`config.mk`:
```
export PLATFORM = sky130hd
export DESIGN_NAME = wto_regs
export DESIGN_NICKNAME = d
export VERILOG_FILES = /design/src/design/wto_pkg.sv /design/src/design/wto_regs.sv
export SDC_FILE = /design/constraint.sdc
export NUM_CORES = 1
export LEC_CHECK = 0
export BUFFER_PORTS_ARGS = -buffer_cell sky130_fd_sc_hd__clkbuf_2
export CAP_MARGIN = 25
export CORE_MARGIN = 1
export CORE_UTILIZATION = 49
export DETAILED_ROUTE_END_ITERATION = 16
export GPL_TIMING_DRIVEN = 0
export PLACE_DENSITY = 0.85
export SLEW_MARGIN = 15
export SYNTH_ARGS = -nofsm -noshare
export SYNTH_HDL_FRONTEND = slang
export SYNTH_SLANG_ARGS = --single-unit
```
`constraint.sdc`:
```
create_clock -name clk_i -period 1.5 [get_ports clk_i]
set_input_delay 0.15 -clock clk_i [delete_from_list [all_inputs] [get_ports clk_i]]
set_output_delay 0.15 -clock clk_i [all_outputs]
set_load 0.03 [all_outputs]
```
`src/design/wto_pkg.sv`:
```
package wto_pkg;

  // Table geometry and sample format
  localparam int TABLE_DEPTH = 2048;
  localparam int SAMPLE_BITS = 16;
  localparam int ADDR_W      = $clog2(TABLE_DEPTH);
  localparam int LEN_W       = $clog2(TABLE_DEPTH + 1);
  localparam int PHASE_W     = 32;
  localparam int FRAC_W      = 16;
  localparam int PROD_W      = PHASE_W + LEN_W;

  // Config bus geometry
  localparam int PADDR_W     = 5;
  localparam int PDATA_W     = 32;
  localparam int REG_IDX_W   = 3;

  // Register indexes
  localparam logic [REG_IDX_W-1:0] REG_INC   = 3'd0;
  localparam logic [REG_IDX_W-1:0] REG_LEN   = 3'd1;
  localparam logic [REG_IDX_W-1:0] REG_MIX   = 3'd2;
  localparam logic [REG_IDX_W-1:0] REG_START = 3'd3;
  localparam logic [REG_IDX_W-1:0] REG_FREE  = 3'd4;

  // Input commands
  typedef enum logic [1:0] {
    CMD_TICK      = 2'd0,
    CMD_WR_A      = 2'd1,
    CMD_WR_B      = 2'd2,
    CMD_PHASE_RST = 2'd3
  } wto_cmd_e;

  // Register file contents as seen by the datapath
  typedef struct packed {
    logic [PHASE_W-1:0] phase_increment;
    logic [LEN_W-1:0]   table_length;
    logic [FRAC_W-1:0]  wave_mix;
    logic [PHASE_W-1:0] start_phase;
    logic               free_running;
  } wto_cfg_t;

endpackage

```
`src/design/wto_regs.sv`:
```
module wto_regs
  import wto_pkg::*;
(
  input  logic               clk_i,
  input  logic               rst_ni,
  input  logic               psel,
  input  logic               penable,
  input  logic               pwrite,
  input  logic [PADDR_W-1:0] paddr,
  input  logic [PDATA_W-1:0] pwdata,
  output logic [PDATA_W-1:0] prdata,
  output wto_cfg_t           cfg_o
);

  wto_cfg_t             cfg_q;
  logic [REG_IDX_W-1:0] idx;
  logic                 wr_en;

  assign idx   = paddr[PADDR_W-1:2];
  assign wr_en = psel && penable && pwrite;

  // Register writes; indexes past the list are dropped
  always_ff @(posedge clk_i or negedge rst_ni) begin
    if (!rst_ni) begin
      cfg_q.phase_increment <= '0;
      cfg_q.table_length    <= LEN_W'(TABLE_DEPTH);
      cfg_q.wave_mix        <= '0;
      cfg_q.start_phase     <= '0;
      cfg_q.free_running    <= 1'b1;
    end else if (wr_en) begin
      case (idx)
        REG_INC:   cfg_q.phase_increment <= pwdata[PHASE_W-1:0];
        REG_LEN:   cfg_q.table_length    <= pwdata[LEN_W-1:0];
        REG_MIX:   cfg_q.wave_mix        <= pwdata[FRAC_W-1:0];
        REG_START: cfg_q.start_phase     <= pwdata[PHASE_W-1:0];
        REG_FREE:  cfg_q.free_running    <= pwdata[0];
        default: ;
      endcase
    end
  end

  // Read back
  always_comb begin
    case (idx)
      REG_INC:   prdata = PDATA_W'(cfg_q.phase_increment);
      REG_LEN:   prdata = PDATA_W'(cfg_q.table_length);
      REG_MIX:   prdata = PDATA_W'(cfg_q.wave_mix);
      REG_START: prdata = PDATA_W'(cfg_q.start_phase);
      REG_FREE:  prdata = PDATA_W'(cfg_q.free_running);
      default:   prdata = '0;
    endcase
  end

  assign cfg_o = cfg_q;

endmodule

```
**After elaboration in Yosys (flattened, before gate mapping)**

Cells that the tools add are included.

- Add/subtract/negate cells: 0
- $mul: 0
- Divide/modulo/power cells: 0
- $lt $le $gt $ge: 0
- Eq/ne operators: 4
- Shift operators: 0
- Multiplexer cells: 1
- Bitwise operators: 0
- Reduce and logical (&&, ||, !) cells: 8

Operator list:

| cell | count |
|---|---|
| $pmux 32 s5 | 1 |
| $reduce_and 2->1 | 5 |
| $eq 3x2->1 const B | 2 |
| $eq 3x1->1 const B | 1 |
| $eq 3x3->1 const B | 1 |
| $logic_not 3->1 | 1 |
| $logic_and 1x1->1 | 2 |

- Register bits: 93
- Latch bits: 0
- Memory bits (writable): 0
- ROM bits: 0
- Output and inout bits: 125
- Logic and storage cells: 18
- Memories kept: 0

**Longest topological paths before layout**

- Word-level depth: 3
- Depth in mapped cells: 6
- Depth with buffers taken out: 3

**Worst setup path before layout**

No wires, ideal clock.

- Path type: input to output
- Start: input port paddr[3]
- End: output port prdata[16]
- Data arrival time: 1.422 ns
- Setup slack: -0.072 ns
- Stages: 6
- Buffers on the path: 3
- Cell sequence: clkbuf_1 > and2_1 > clkbuf_1 > buf_2 > a22oi_1 > nor2_1

- Longest elaborated chain between the ends: 2

RTL lines:

| element | line | RTL |
|---|---|---|
| start, declared | wto_regs.sv:9 | `input logic [PADDR_W-1:0] paddr,` |
| $eq 3x3->1, or another cell as far along | wto_regs.sv:44 | `case (idx)` |
| $pmux 32 s5 * | wto_regs.sv:44 |  |
| end, declared | wto_regs.sv:11 | `output logic [PDATA_W-1:0] prdata,` |

Every way passes the cells marked *; elsewhere a longest branch is shown, timed or not.

**Worst setup path after layout**

- Start: register cfg_q (netlist bit cfg_o[67])
- End: output port prdata[6]

- Longest elaborated chain between the ends: 1

RTL lines:

| element | line | RTL |
|---|---|---|
| start, declared | wto_regs.sv:15 | `wto_cfg_t cfg_q;` |
| $pmux 32 s5 | wto_regs.sv:44 |  |

No other way between the ends.

==> results.md <==
- Worst Path Required: 1350 ps
- Clk pwr share: about 22%
- Setup slack at placement: -383 ps
- Design Area, Final: 6150 sq um
- Std cell rows: 33
- Reg2reg path depth: 3
- Count leader, synth: mux2_2
- Critical Path Start: cfg_o[67]$_DFFE_PN0P_
- Post-Syn Area: 4230 sq um
- Max clock buf depth: 2
- Most common library cells after synthesis: mux2_2 (95), dfrtp_1 (91), nor2_1 (21)
- Worst slew pin tran: 737 ps
- Post-route insts no fill: 628
- WL/cell: 19.3 microns
- Die Wd: 94.9 microns
- Post-layout nets: 560
- Clk root buf: clkbuf_8
- CTS sink cnt: 93
- Hold Vio Cnt, Final: 0
- Post-Route WL: 12.1 mm
- Min-Delay Endpoint: cfg_o[80]$_DFFE_PN0P_
- Cell count after synthesis: 291
- Pint: 5.52 mW
- DRC viols: 0
- Sequential area share after synthesis: 55.1%
- PnR worst setup slack: -197 ps
- Setup violators final: 16
- DRT Pass-1 Iters: 4
- Sequential cell fraction of total power: about two fifths
- Post-DP HPWL: 7.80 mm
- Via density: 5.48
- Crit path capture type: output pin
- CP peak stage delay: between 400 and 500 ps
- Clock latency at the later pin of the worst-skew pair: 350 ps
- Final GP Congestion: 0.771
- Synth top area share: 53.9%
- Syn_area_per_cell: 14.5 sq um
- Crit path launch type: flop
- Static leakage: 3.11 nW
- Cell Chain, Critical Path: mux4_2, nor2b_4, buf_8
- IO Pins: 167
- Switching share of power: between 30% and 40%
- Port Buffer Count: 161
- CTS tree: done
- Worst R2R Start: cfg_o[43]$_DFFE_PN0P_
- DRT antenna net count: 0
- Largest net degree at the start of global routing: 94
- Filler cells: 561
- Most used flip-flop cell after synthesis: dfrtp_1
- Sw Pwr: 3.20 mW
- Die area: 9000 sq um
- Worst vdd rail ir drop: 774 uV
- Flops & latches, synth: between 90 and 100
- Max reg flops: slightly above 90
- Status: finished with violations
- Clock slew at reported path FFs: 90 ps
- Initial Utilization: 50.9%
- Chip Height: 94.9 microns
- Power Density: 1420 nW/um^2
- Failing checks: negative setup slack
- Post-synth EDFFs: 0
- Highest Clock Rate: 589 MHz
- Max cap viols: 0
- Htree depth: 3
- Initial antenna violation count: 0
- Async SR Flop Fraction: 100%
- Syn-to-layout area delta: 45.6%
- RSZ-0062 raised after global routing: true
- Synth area leaders: dfrtp_1 (54%), mux2_2 (25%), mux4_2 (5.9%), a22oi_1 (3.6%), nor2_1 (1.9%)
- Clock skew: 0 ps
- Crit path max-delay family: multiplexers
- Flop-to-flop setup slack: approximately 470 ps
- Synth warn: 0
- Peak fanout along the critical path: 2
- Max-slew violation count: 0
- Syn Nets: 333
- Placed Cells: 557
- Total CTS buffers: 9
- Hold Startpoint: pwdata[19]
- Layout cell share with drive strength beyond 1: 74.8%
- Number of global-route vias before repair: 3426
- HP Class: input pin to flop
- Fin crit period: 1700 ps
- Slowest cell on the critical path: mux4_2
- Slew HR: 50.9%
- Final Util: 74.2%
- Classification of the worst setup path: flop to output pin
- Crit path arrival time: 1550 ps
- Comb pwr share: 39.9%
- Grt total ovfl: 0
- Core area: 8300 sq um
- Bufs and invs on worst path: 1
- Worst hold stages: 2
- Reg-to-reg endpoint: cfg_o[43]$_DFFE_PN0P_
- Fin crit share: 113%
- First-pass GRT wire length: 17.5 mm
- Netlist cell types: 26
- Gr usage total: 26.6%
- Cell type with the largest total area after synthesis: dfrtp_1
- Placed instance area: roughly 5200 sq um
- Drt initial violations: 51
- DR vias: 3442
- Ant diodes: 0
==> layout by cell type (no fill, tap or decap), drive strengths merged <==
master	count
nand3b	1
and2	1
dlygate4sd3	1
nor3b	3
a21oi	1
dfrtp	91
dfstp	2
clkinvlp	1
o22ai	1
buf	87
mux2	98
o21a	1
nand4	1
nor2	22
bufinv	2
a22oi	20
nor2b	11
clkbuf	163
nand4b	1
nor3	2
mux4	11
nand2	2
==> layer usage <==
layer | share of wire (%) | global-route usage [%] | wire length, microns
met1 | 40 | 31.2 | 4820
met2 | 51 | 47.4 | 6200
met3 | 6.9 | 6.60 | 831
met4 | 2.0 | 8.46 | 243
met5 | 0 | 0 | 0
==> area by class of cell <==
class                           instances  area [sq um]  share of cell area [%]
Sequential cell                        93          2330                    37.9
Timing Repair Buffer                  217          1370                    22.2
Multi-Input combinational cell        176          1940                    31.5
Tap cell                              105           131                    2.13
Clock buffer                           13           159                    2.58
Clock inverter                          3          67.6                    1.10
Buffer                                 21           160                    2.60
==> stage by stage <==
step | setup TNS, ps | hold slack [ps] | power (mW)
after floorplan | 0 | -146 | 5.28
after global placement | -87810 | 387 | 6.11
after detailed placement | -21690 | 265 | 6.21
after CTS | -2790 | 28.1 | 8.47
after global routing | -2830 | 25.1 | 9.08
final | -2220 | 36.3 | 8.72
==> worst max-delay path by stage <==
stage	depth (start not counted)	slack, ps	end
2_1_floorplan	3	10	prdata[0]
3_3_place_gp	1	-740	cfg_o[4]$_DFFE_PN0P_
3_5_place_dp	5	-380	prdata[2]
4_1_cts	3	-220	prdata[2]
5_1_grt	3	-230	prdata[6]
6_report	3	-200	prdata[6]
==> power by group through the flow <==
stage | clock [mW] | combinational, mW | sequential [mW]
2_1_floorplan | 0 | 0.926 | 4.35
3_3_place_gp | 0 | 2.71 | 3.40
3_5_place_dp | 0 | 2.77 | 3.45
4_1_cts | 1.89 | 3.24 | 3.34
5_1_grt | 2.00 | 3.68 | 3.40
6_report | 1.89 | 3.48 | 3.35
==> worst reg2reg max path, stage by stage (launching register included) <==
cell,delay (ps)
dfrtp_1,400
buf_4,140
buf_4,130
mux2_2,260
==> cell families after synthesis <==
kind of cell,after synthesis,synth area share (%)
compound gates,23,4.00
mux,109,32.0
simple gates,44,6.13
buf+inv,22,2.81
flops,93,55.1
==> timing repair <==
item / in CTS / in global routing
hold buffers: 1 / 0
hold endpoints to repair: 91 / 0
pin swaps: 1 / 1
buffers inserted: 41 / 13
gates resized for setup: 40 / 62
cloned: 0 / 1
endpoints found under the setup margin: 32 / 32
No activity file was read; power rests on OpenSTA's default activity.
