**src/design/wto_pkg.sv**
```systemverilog
package wto_pkg;

  // Table geometry and sample format
  localparam int TABLE_DEPTH = 2048;
  localparam int SAMPLE_BITS = 16;
  localparam int ADDR_W      = $clog2(TABLE_DEPTH);
  localparam int LEN_W       = $clog2(TABLE_DEPTH + 1);
  localparam int PHASE_W     = 32;
  localparam int FRAC_W      = 16;
  localparam int PROD_W      = PHASE_W + LEN_W;

  // Config bus geometry
  localparam int PADDR_W     = 5;
  localparam int PDATA_W     = 32;
  localparam int REG_IDX_W   = 3;

  // Register indexes
  localparam logic [REG_IDX_W-1:0] REG_INC   = 3'd0;
  localparam logic [REG_IDX_W-1:0] REG_LEN   = 3'd1;
  localparam logic [REG_IDX_W-1:0] REG_MIX   = 3'd2;
  localparam logic [REG_IDX_W-1:0] REG_START = 3'd3;
  localparam logic [REG_IDX_W-1:0] REG_FREE  = 3'd4;

  // Input commands
  typedef enum logic [1:0] {
    CMD_TICK      = 2'd0,
    CMD_WR_A      = 2'd1,
    CMD_WR_B      = 2'd2,
    CMD_PHASE_RST = 2'd3
  } wto_cmd_e;

  // Register file contents as seen by the datapath
  typedef struct packed {
    logic [PHASE_W-1:0] phase_increment;
    logic [LEN_W-1:0]   table_length;
    logic [FRAC_W-1:0]  wave_mix;
    logic [PHASE_W-1:0] start_phase;
    logic               free_running;
  } wto_cfg_t;

endpackage

```
**src/design/wto_blend.sv**
```systemverilog
module wto_blend
  import wto_pkg::*;
(
  input  logic                          clk_i,
  input  logic                          en_i,
  input  logic signed [SAMPLE_BITS-1:0] a_i,
  input  logic signed [SAMPLE_BITS-1:0] b_i,
  input  logic        [FRAC_W-1:0]      w_i,
  output logic signed [SAMPLE_BITS-1:0] blend_o
);

  localparam int DW   = SAMPLE_BITS + 1;
  localparam int PW   = DW + FRAC_W + 1;
  localparam int HALF = 1 << (FRAC_W - 1);

  logic signed [DW-1:0]          diff;
  logic signed [PW-1:0]          prod;
  logic signed [PW-1:0]          sum;
  logic signed [PW-1:0]          res;
  logic signed [SAMPLE_BITS-1:0] blend_q;

  // a*(1-w) + b*w rewritten as a + (b-a)*w, rounded half up
  assign diff = $signed({b_i[SAMPLE_BITS-1], b_i}) - $signed({a_i[SAMPLE_BITS-1], a_i});
  assign prod = diff * $signed({1'b0, w_i});
  assign sum  = prod + PW'(HALF);
  assign res  = $signed({{(PW-SAMPLE_BITS){a_i[SAMPLE_BITS-1]}}, a_i}) + (sum >>> FRAC_W);

  // Convex combination, never leaves the sample range
  always_ff @(posedge clk_i) begin
    if (en_i) begin
      blend_q <= res[SAMPLE_BITS-1:0];
    end
  end

  assign blend_o = blend_q;

endmodule

```
**config.mk**
```make
export PLATFORM = sky130hd
export DESIGN_NAME = wto_blend
export DESIGN_NICKNAME = d
export VERILOG_FILES = /design/src/design/wto_pkg.sv /design/src/design/wto_blend.sv
export SDC_FILE = /design/constraint.sdc
export NUM_CORES = 1
export LEC_CHECK = 0
export BUFFER_PORTS_ARGS = -buffer_cell sky130_fd_sc_hd__buf_2
export CORE_AREA = 2 2 222 224
export DETAILED_ROUTE_END_ITERATION = 8
export DIE_AREA = 0 0 224 226
export PLACE_DENSITY = 0.4
export SYNTH_ARGS = -nofsm -noshare
export SYNTH_HDL_FRONTEND = slang
export SYNTH_SLANG_ARGS = --single-unit
```
**constraint.sdc**
```tcl
create_clock -name clk_i -period 23.9 [get_ports clk_i]
set_clock_uncertainty 0.2 [all_clocks]
set_input_delay 4.78 -clock clk_i [delete_from_list [all_inputs] [get_ports clk_i]]
set_output_delay 4.78 -clock clk_i [all_outputs]
set_load 0.1 [all_outputs]
```
## Word level (Yosys, flattened, before mapping)

Cells that the tools add are included.

| word-level totals | value |
|---|---|
| register bits | 16 |
| bits of input ports | 50 |
| output and inout port bits | 16 |
| word-level logic and storage cells | 5 |

| cells by class | value |
|---|---|
| $add $sub $neg | 3 |
| multiply operators | 1 |

Operators with widths:

| cell | number |
|---|---|
| $add A32 B17 Y32 const B | 1 |
| $mul A17 B17 Y32 | 1 |
| $sub A16 B16 Y17 | 1 |
| $add A16 B16 Y16 | 1 |

## Depth between registers and ports, before layout

| logic depth | value |
|---|---|
| depth in word-level cells | 4 |
| depth in mapped cells | 43 |
| depth with buffers taken out | 42 |

## Least setup slack after synthesis

Ideal clock, no wire load.

| timing | value |
|---|---|
| path type | input-to-reg |
| from | input port b_i[0] |
| to | register blend_q[15], in the netlist blend_o[15] (data pin) |
| library setup time | 260 ps |
| data arrival time | 13243 ps |
| data required time | 23440 ps |
| path slack | 10197 ps |
| stages on the path | 38 |
| buffers on the path | 1 |
| cell sequence | inv_1 ha_1 fa_1 nor2b_1 o2111ai_1 o2111ai_1 a41oi_2 a211oi_1 nor2_1 clkbuf_1 and2_1 fa_1 inv_1 fa_1 fa_1 inv_1 fa_1 fa_1 [2 not listed] inv_1 ha_1 and4_1 and2_1 a221oi_2 nor2b_1 o31a_1 o21a_1 o21a_1 nor2_1 xnor2_1 ha_1 o21a_1 o211a_1 a221oi_1 o21ai_0 xnor2_1 xnor2_1 |

| between the ends | value |
|---|---|
| word-level cells in the longest chain between the ends | 4 |

RTL lines:

| element | RTL line | RTL |
|---|---|---|
| start, declared | wto_blend.sv:7 | `input logic signed [SAMPLE_BITS-1:0] b_i,` |
| $sub A16 B16 Y17 | wto_blend.sv:23 | `assign diff = $signed({b_i[SAMPLE_BITS-1], b_i}) - $signed({a_i[SAMPLE_BITS-1], a_i});` |
| $mul A17 B17 Y32 | wto_blend.sv:24 | `assign prod = diff * $signed({1'b0, w_i});` |
| $add A32 B17 Y32 | wto_blend.sv:25 | `assign sum = prod + PW'(HALF);` |
| $add A16 B16 Y16 | wto_blend.sv:26 | `assign res = $signed({{(PW-SAMPLE_BITS){a_i[SAMPLE_BITS-1]}}, a_i}) + (sum >>> FRAC_W);` |
| net res[15] | wto_blend.sv:19 | `logic signed [PW-1:0] res;` |
| end signal, assigned | wto_blend.sv:31 | `blend_q <= res[SAMPLE_BITS-1:0];` |
| end, declared | wto_blend.sv:20 | `logic signed [SAMPLE_BITS-1:0] blend_q;` |

The timed path passes the listed nets, and every way through them passes these cells.
A chain may end at the register's enable or synchronous reset.

## Final worst setup path

| timing | value |
|---|---|
| from | input port a_i[1] |
| to | register blend_q[15], in the netlist blend_o[15] (data pin) |

| between the ends | value |
|---|---|
| word-level cells in the longest chain between the ends | 4 |

RTL lines:

| element | RTL line | RTL |
|---|---|---|
| start, declared | wto_blend.sv:6 | `input logic signed [SAMPLE_BITS-1:0] a_i,` |
| $sub A16 B16 Y17 | wto_blend.sv:23 |  |
| $mul A17 B17 Y32 | wto_blend.sv:24 |  |
| $add A32 B17 Y32 | wto_blend.sv:25 |  |
| $add A16 B16 Y16 * | wto_blend.sv:26 |  |
| net res[15] | wto_blend.sv:19 |  |

The timed path passes the listed nets; every way through them passes the cells marked *.

==> flow_summary.html <==
<table>
<tr><th>Metric</th><th>Value</th></tr>
<tr><th colspan="2">Timing</th></tr>
<tr><td>Final-report max-slew violation count</td><td>0</td></tr>
<tr><td>Final Cycle Share</td><td>0.616</td></tr>
<tr><td>Final hold violation count</td><td>0</td></tr>
<tr><td>Final setup violation count</td><td>0</td></tr>
<tr><td>Worst max-slew margin expressed relative to the limit</td><td>0.238</td></tr>
<tr><td>Final critical path time including I/O delays and setup</td><td>approximately 15 ns</td></tr>
<tr><td>Max frequency</td><td>~0.068 GHz</td></tr>
<tr><td>Worst Tran Pin Value</td><td>1.14 ns</td></tr>
<tr><td>Setup repair after global routing missed its margin</td><td>false</td></tr>
<tr><td>Sum of negative setup slack</td><td>0 ns</td></tr>
<tr><th colspan="2">Drt</th></tr>
<tr><td>DRC violation count after routing</td><td>0</td></tr>
<tr><td>DRT antenna net count</td><td>0</td></tr>
<tr><td>First-pass DRT Iterations</td><td>4</td></tr>
<tr><td>Initial DRC Count</td><td>around 340</td></tr>
<tr><td>DR WL/cell</td><td>between 15 and 20 microns</td></tr>
<tr><td>Via count of the routed design</td><td>8,391</td></tr>
<tr><td>Sum of routed wire length over all layers</td><td>32,900 microns</td></tr>
<tr><td>Via/cell ratio</td><td>4.21</td></tr>
<tr><th colspan="2">Yosys</th></tr>
<tr><td>Mean Syn Cell Area</td><td>approximately 9 sq um</td></tr>
<tr><td>Area fraction of the dominant cell type after synthesis</td><td>0.448</td></tr>
<tr><td>Count leader, synth</td><td>inv_1</td></tr>
<tr><td>Number of standard cells after synthesis</td><td>1,321</td></tr>
<tr><td>Most used standard cells in the synthesized netlist</td><td>inv_1 (371), fa_1 (268), ha_1 (124), nand2_1 (123), and2_1 (113)</td></tr>
<tr><td>Most used flip-flop cell after synthesis</td><td>edfxtp_1</td></tr>
<tr><td>FFs w/ async S/R, synth</td><td>0</td></tr>
<tr><td>Leading cell types by total area after synthesis</td><td>fa_1 (45%), ha_1 (13%), inv_1 (12%), and2_1 (5.9%), edfxtp_1 (4.0%)</td></tr>
<tr><td>Distinct cell type count after synthesis</td><td>between 50 and 60</td></tr>
<tr><td>Fraction of the yosys area taken by sequential cells</td><td>0.0402</td></tr>
<tr><td>Post-synthesis net count</td><td>1,763</td></tr>
<tr><td>Post-synthesis register bit count</td><td>16</td></tr>
<tr><td>Cell type with the highest aggregate area in the netlist</td><td>fa_1</td></tr>
<tr><td>EDFF count, synth</td><td>16</td></tr>
<tr><td>Count of yosys warnings during synthesis</td><td>0</td></tr>
<tr><td>Cell Area, Synth</td><td>0.0120 sq mm</td></tr>
<tr><th colspan="2">Clock network</th></tr>
<tr><td>Post-CTS setup-driven buffer insertion count</td><td>0</td></tr>
<tr><td>Depth of the CTS H-tree</td><td>1</td></tr>
<tr><td>Clock tree root buffer cell</td><td>clkbuf_16</td></tr>
<tr><td>Number of hold buffers added after CTS</td><td>0</td></tr>
<tr><td>CTS buffer count</td><td>3</td></tr>
<tr><td>Largest buffer count on any clock path</td><td>2</td></tr>
<tr><td>CTS tree</td><td>done</td></tr>
<tr><td>Resized cells post-CTS</td><td>0</td></tr>
<tr><td>Clock transition at the register clock pins on the worst setup and hold paths after CTS</td><td>0.05 ns</td></tr>
<tr><td>Sinks on the clock net</td><td>16</td></tr>
<tr><th colspan="2">Setup path</th></tr>
<tr><td>Worst Path Arrival</td><td>14.54 ns</td></tr>
<tr><td>Critical Path Start Type</td><td>primary input</td></tr>
<tr><td>CP max stage delay</td><td>0.54 ns</td></tr>
<tr><td>Worst path slowest cell</td><td>fa_1</td></tr>
<tr><td>Required time of the critical path</td><td>23.70 ns</td></tr>
<tr><td>Cell repeated most along the worst path</td><td>fa_1</td></tr>
<tr><td>Capturing element type of the critical path</td><td>flip-flop</td></tr>
<tr><td>Max FO, Critical Path</td><td>16</td></tr>
<tr><td>Path type of the worst setup path</td><td>in -&gt; reg</td></tr>
<tr><th colspan="2">Floorplan</th></tr>
<tr><td>Core box area</td><td>0.0483 sq mm</td></tr>
<tr><td>Die Span Y</td><td>226 microns</td></tr>
<tr><td>Number of placement rows</td><td>81</td></tr>
<tr><td>Width of the die</td><td>224 microns</td></tr>
<tr><td>Boundary pin count</td><td>66</td></tr>
<tr><td>Total die area</td><td>between 0.05 and 0.06 sq mm</td></tr>
<tr><td>Initial Util</td><td>0.248</td></tr>
<tr><th colspan="2">Run</th></tr>
<tr><td>Max-cap check violation count</td><td>0</td></tr>
<tr><th colspan="2">Placed design</th></tr>
<tr><td>Cell count after placement</td><td>1,987</td></tr>
<tr><td>Placed wire-length estimate after detailed placement</td><td>around 26,000 microns</td></tr>
<tr><td>Number of input and output port buffers inserted</td><td>65</td></tr>
<tr><td>RD Place Congestion</td><td>0.773</td></tr>
<tr><th colspan="2">GRT</th></tr>
<tr><td>Global-route wire length before repair</td><td>roughly 52,000 microns</td></tr>
<tr><td>Global-route usage over all layers</td><td>0.135</td></tr>
<tr><td>Aggregate global routing overflow</td><td>0</td></tr>
<tr><td>Vias in the first global route</td><td>a little over 9,000</td></tr>
<tr><td>Number of antenna violations at the first check in global routing</td><td>2</td></tr>
<tr><td>Maximum number of pins on one net before global-route repair</td><td>19</td></tr>
<tr><th colspan="2">Min path</th></tr>
<tr><td>Worst Hold Class</td><td>in -&gt; reg</td></tr>
<tr><th colspan="2">Cells and area</th></tr>
<tr><td>Utilization of the core after routing</td><td>0.272</td></tr>
<tr><td>Total number of nets in the final design</td><td>1,812</td></tr>
<tr><td># diodes</td><td>0</td></tr>
<tr><td>Area growth, synth to finish</td><td>9.87%</td></tr>
<tr><td>Number of fill cells in the layout</td><td>5,214</td></tr>
<tr><td>Cell Count, Final, Fillers Out</td><td>between 1,500 and 2,000</td></tr>
<tr><td>Fraction of final layout cells sized beyond drive strength 1</td><td>0.0804</td></tr>
<tr><td>Max FFs per register</td><td>16</td></tr>
<tr><th colspan="2">Outcome</th></tr>
<tr><td>Run status</td><td>finished clean</td></tr>
</table>
==> kinds of logic (layout without fill, tap and decap cells) <==
logic type      count (synthesis)  after routing  synth area share
buf+inv                       405            453             0.128
fa+ha+maj                     392            392             0.578
simple gates                  372            372             0.164
compound gates                 83             83            0.0512
xor+xnor                       52             52            0.0381
flops                          16             16            0.0402
mux                             1              1          0.000837
==> path summary, 6_finish.rpt <==
kind	start	to	slack, ns	cells after the start
worst max-delay path	a_i[1]	blend_o[15]	9.17	39
worst min-delay path	a_i[0]	blend_o[0]	4.66	2
==> worst max-delay path, delay by kind of cell <==
kind	cells	cell delay (ns)
buffers and inverters	6	0.39
multiplexers	1	0.24
AND/OR/NAND/NOR	6	1.17
AO/OA/AOI/OAI	14	3.62
XOR/XNOR	3	0.45
adder cells (fa/ha/maj)	9	3.85
==> placed cells by master, fill, tap and decap left out, types with 5 or more instances in the layout <==
cell	netlist	layout
inv_1	371	371
fa_1	268	268
ha_1	124	124
nand2_1	123	123
and2_1	113	113
buf_2	3	65
nor2b_1	37	37
xnor2_1	41	37
nor2_1	31	30
a21oi_1	20	20
nand2b_1	16	16
o21ai_0	16	16
edfxtp_1	16	16
buf_4	0	13
nor3_1	11	11
xor2_1	11	10
nand3_1	9	9
o21a_1	8	8
and2_2	6	6
and3_1	5	5
==> stage by stage <==
step / hold WS, ns / area [sq um] / worst slack [ns]
3_5_place_dp: 4.92 / 13100 / 8.81
2_1_floorplan: 4.69 / 12000 / 10.20
6_report: 4.66 / 13100 / 9.17
3_3_place_gp: 4.91 / 13100 / 8.92
5_1_grt: 4.66 / 13100 / 8.38
4_1_cts: 4.66 / 13100 / 9.05
==> routing by layer <==
metal  vias to the layer above  GRT usage  routed length, microns
met2                        91      0.257                   17800
met1                      4314      0.175                   14200
met5                         -          0                       0
li1                       3973          -                       -
met3                        13    0.00820                     577
met4                         0     0.0108                     302
==> area by class of cell <==
class / instances / area [sq um] / area share
inverter: 371 / 1390 / 0.106
sequential: 16 / 480 / 0.0365
clock buffer: 3 / 75.1 / 0.00571
tap: 622 / 778 / 0.0592
timing repair buffer: 78 / 423 / 0.0322
multi-input combinational: 900 / 9990 / 0.760
clock inverter: 1 / 3.75 / 0.000285
Power is not shown: default switching activity piles up to over one toggle a cycle in this logic, so the estimate is an artifact.
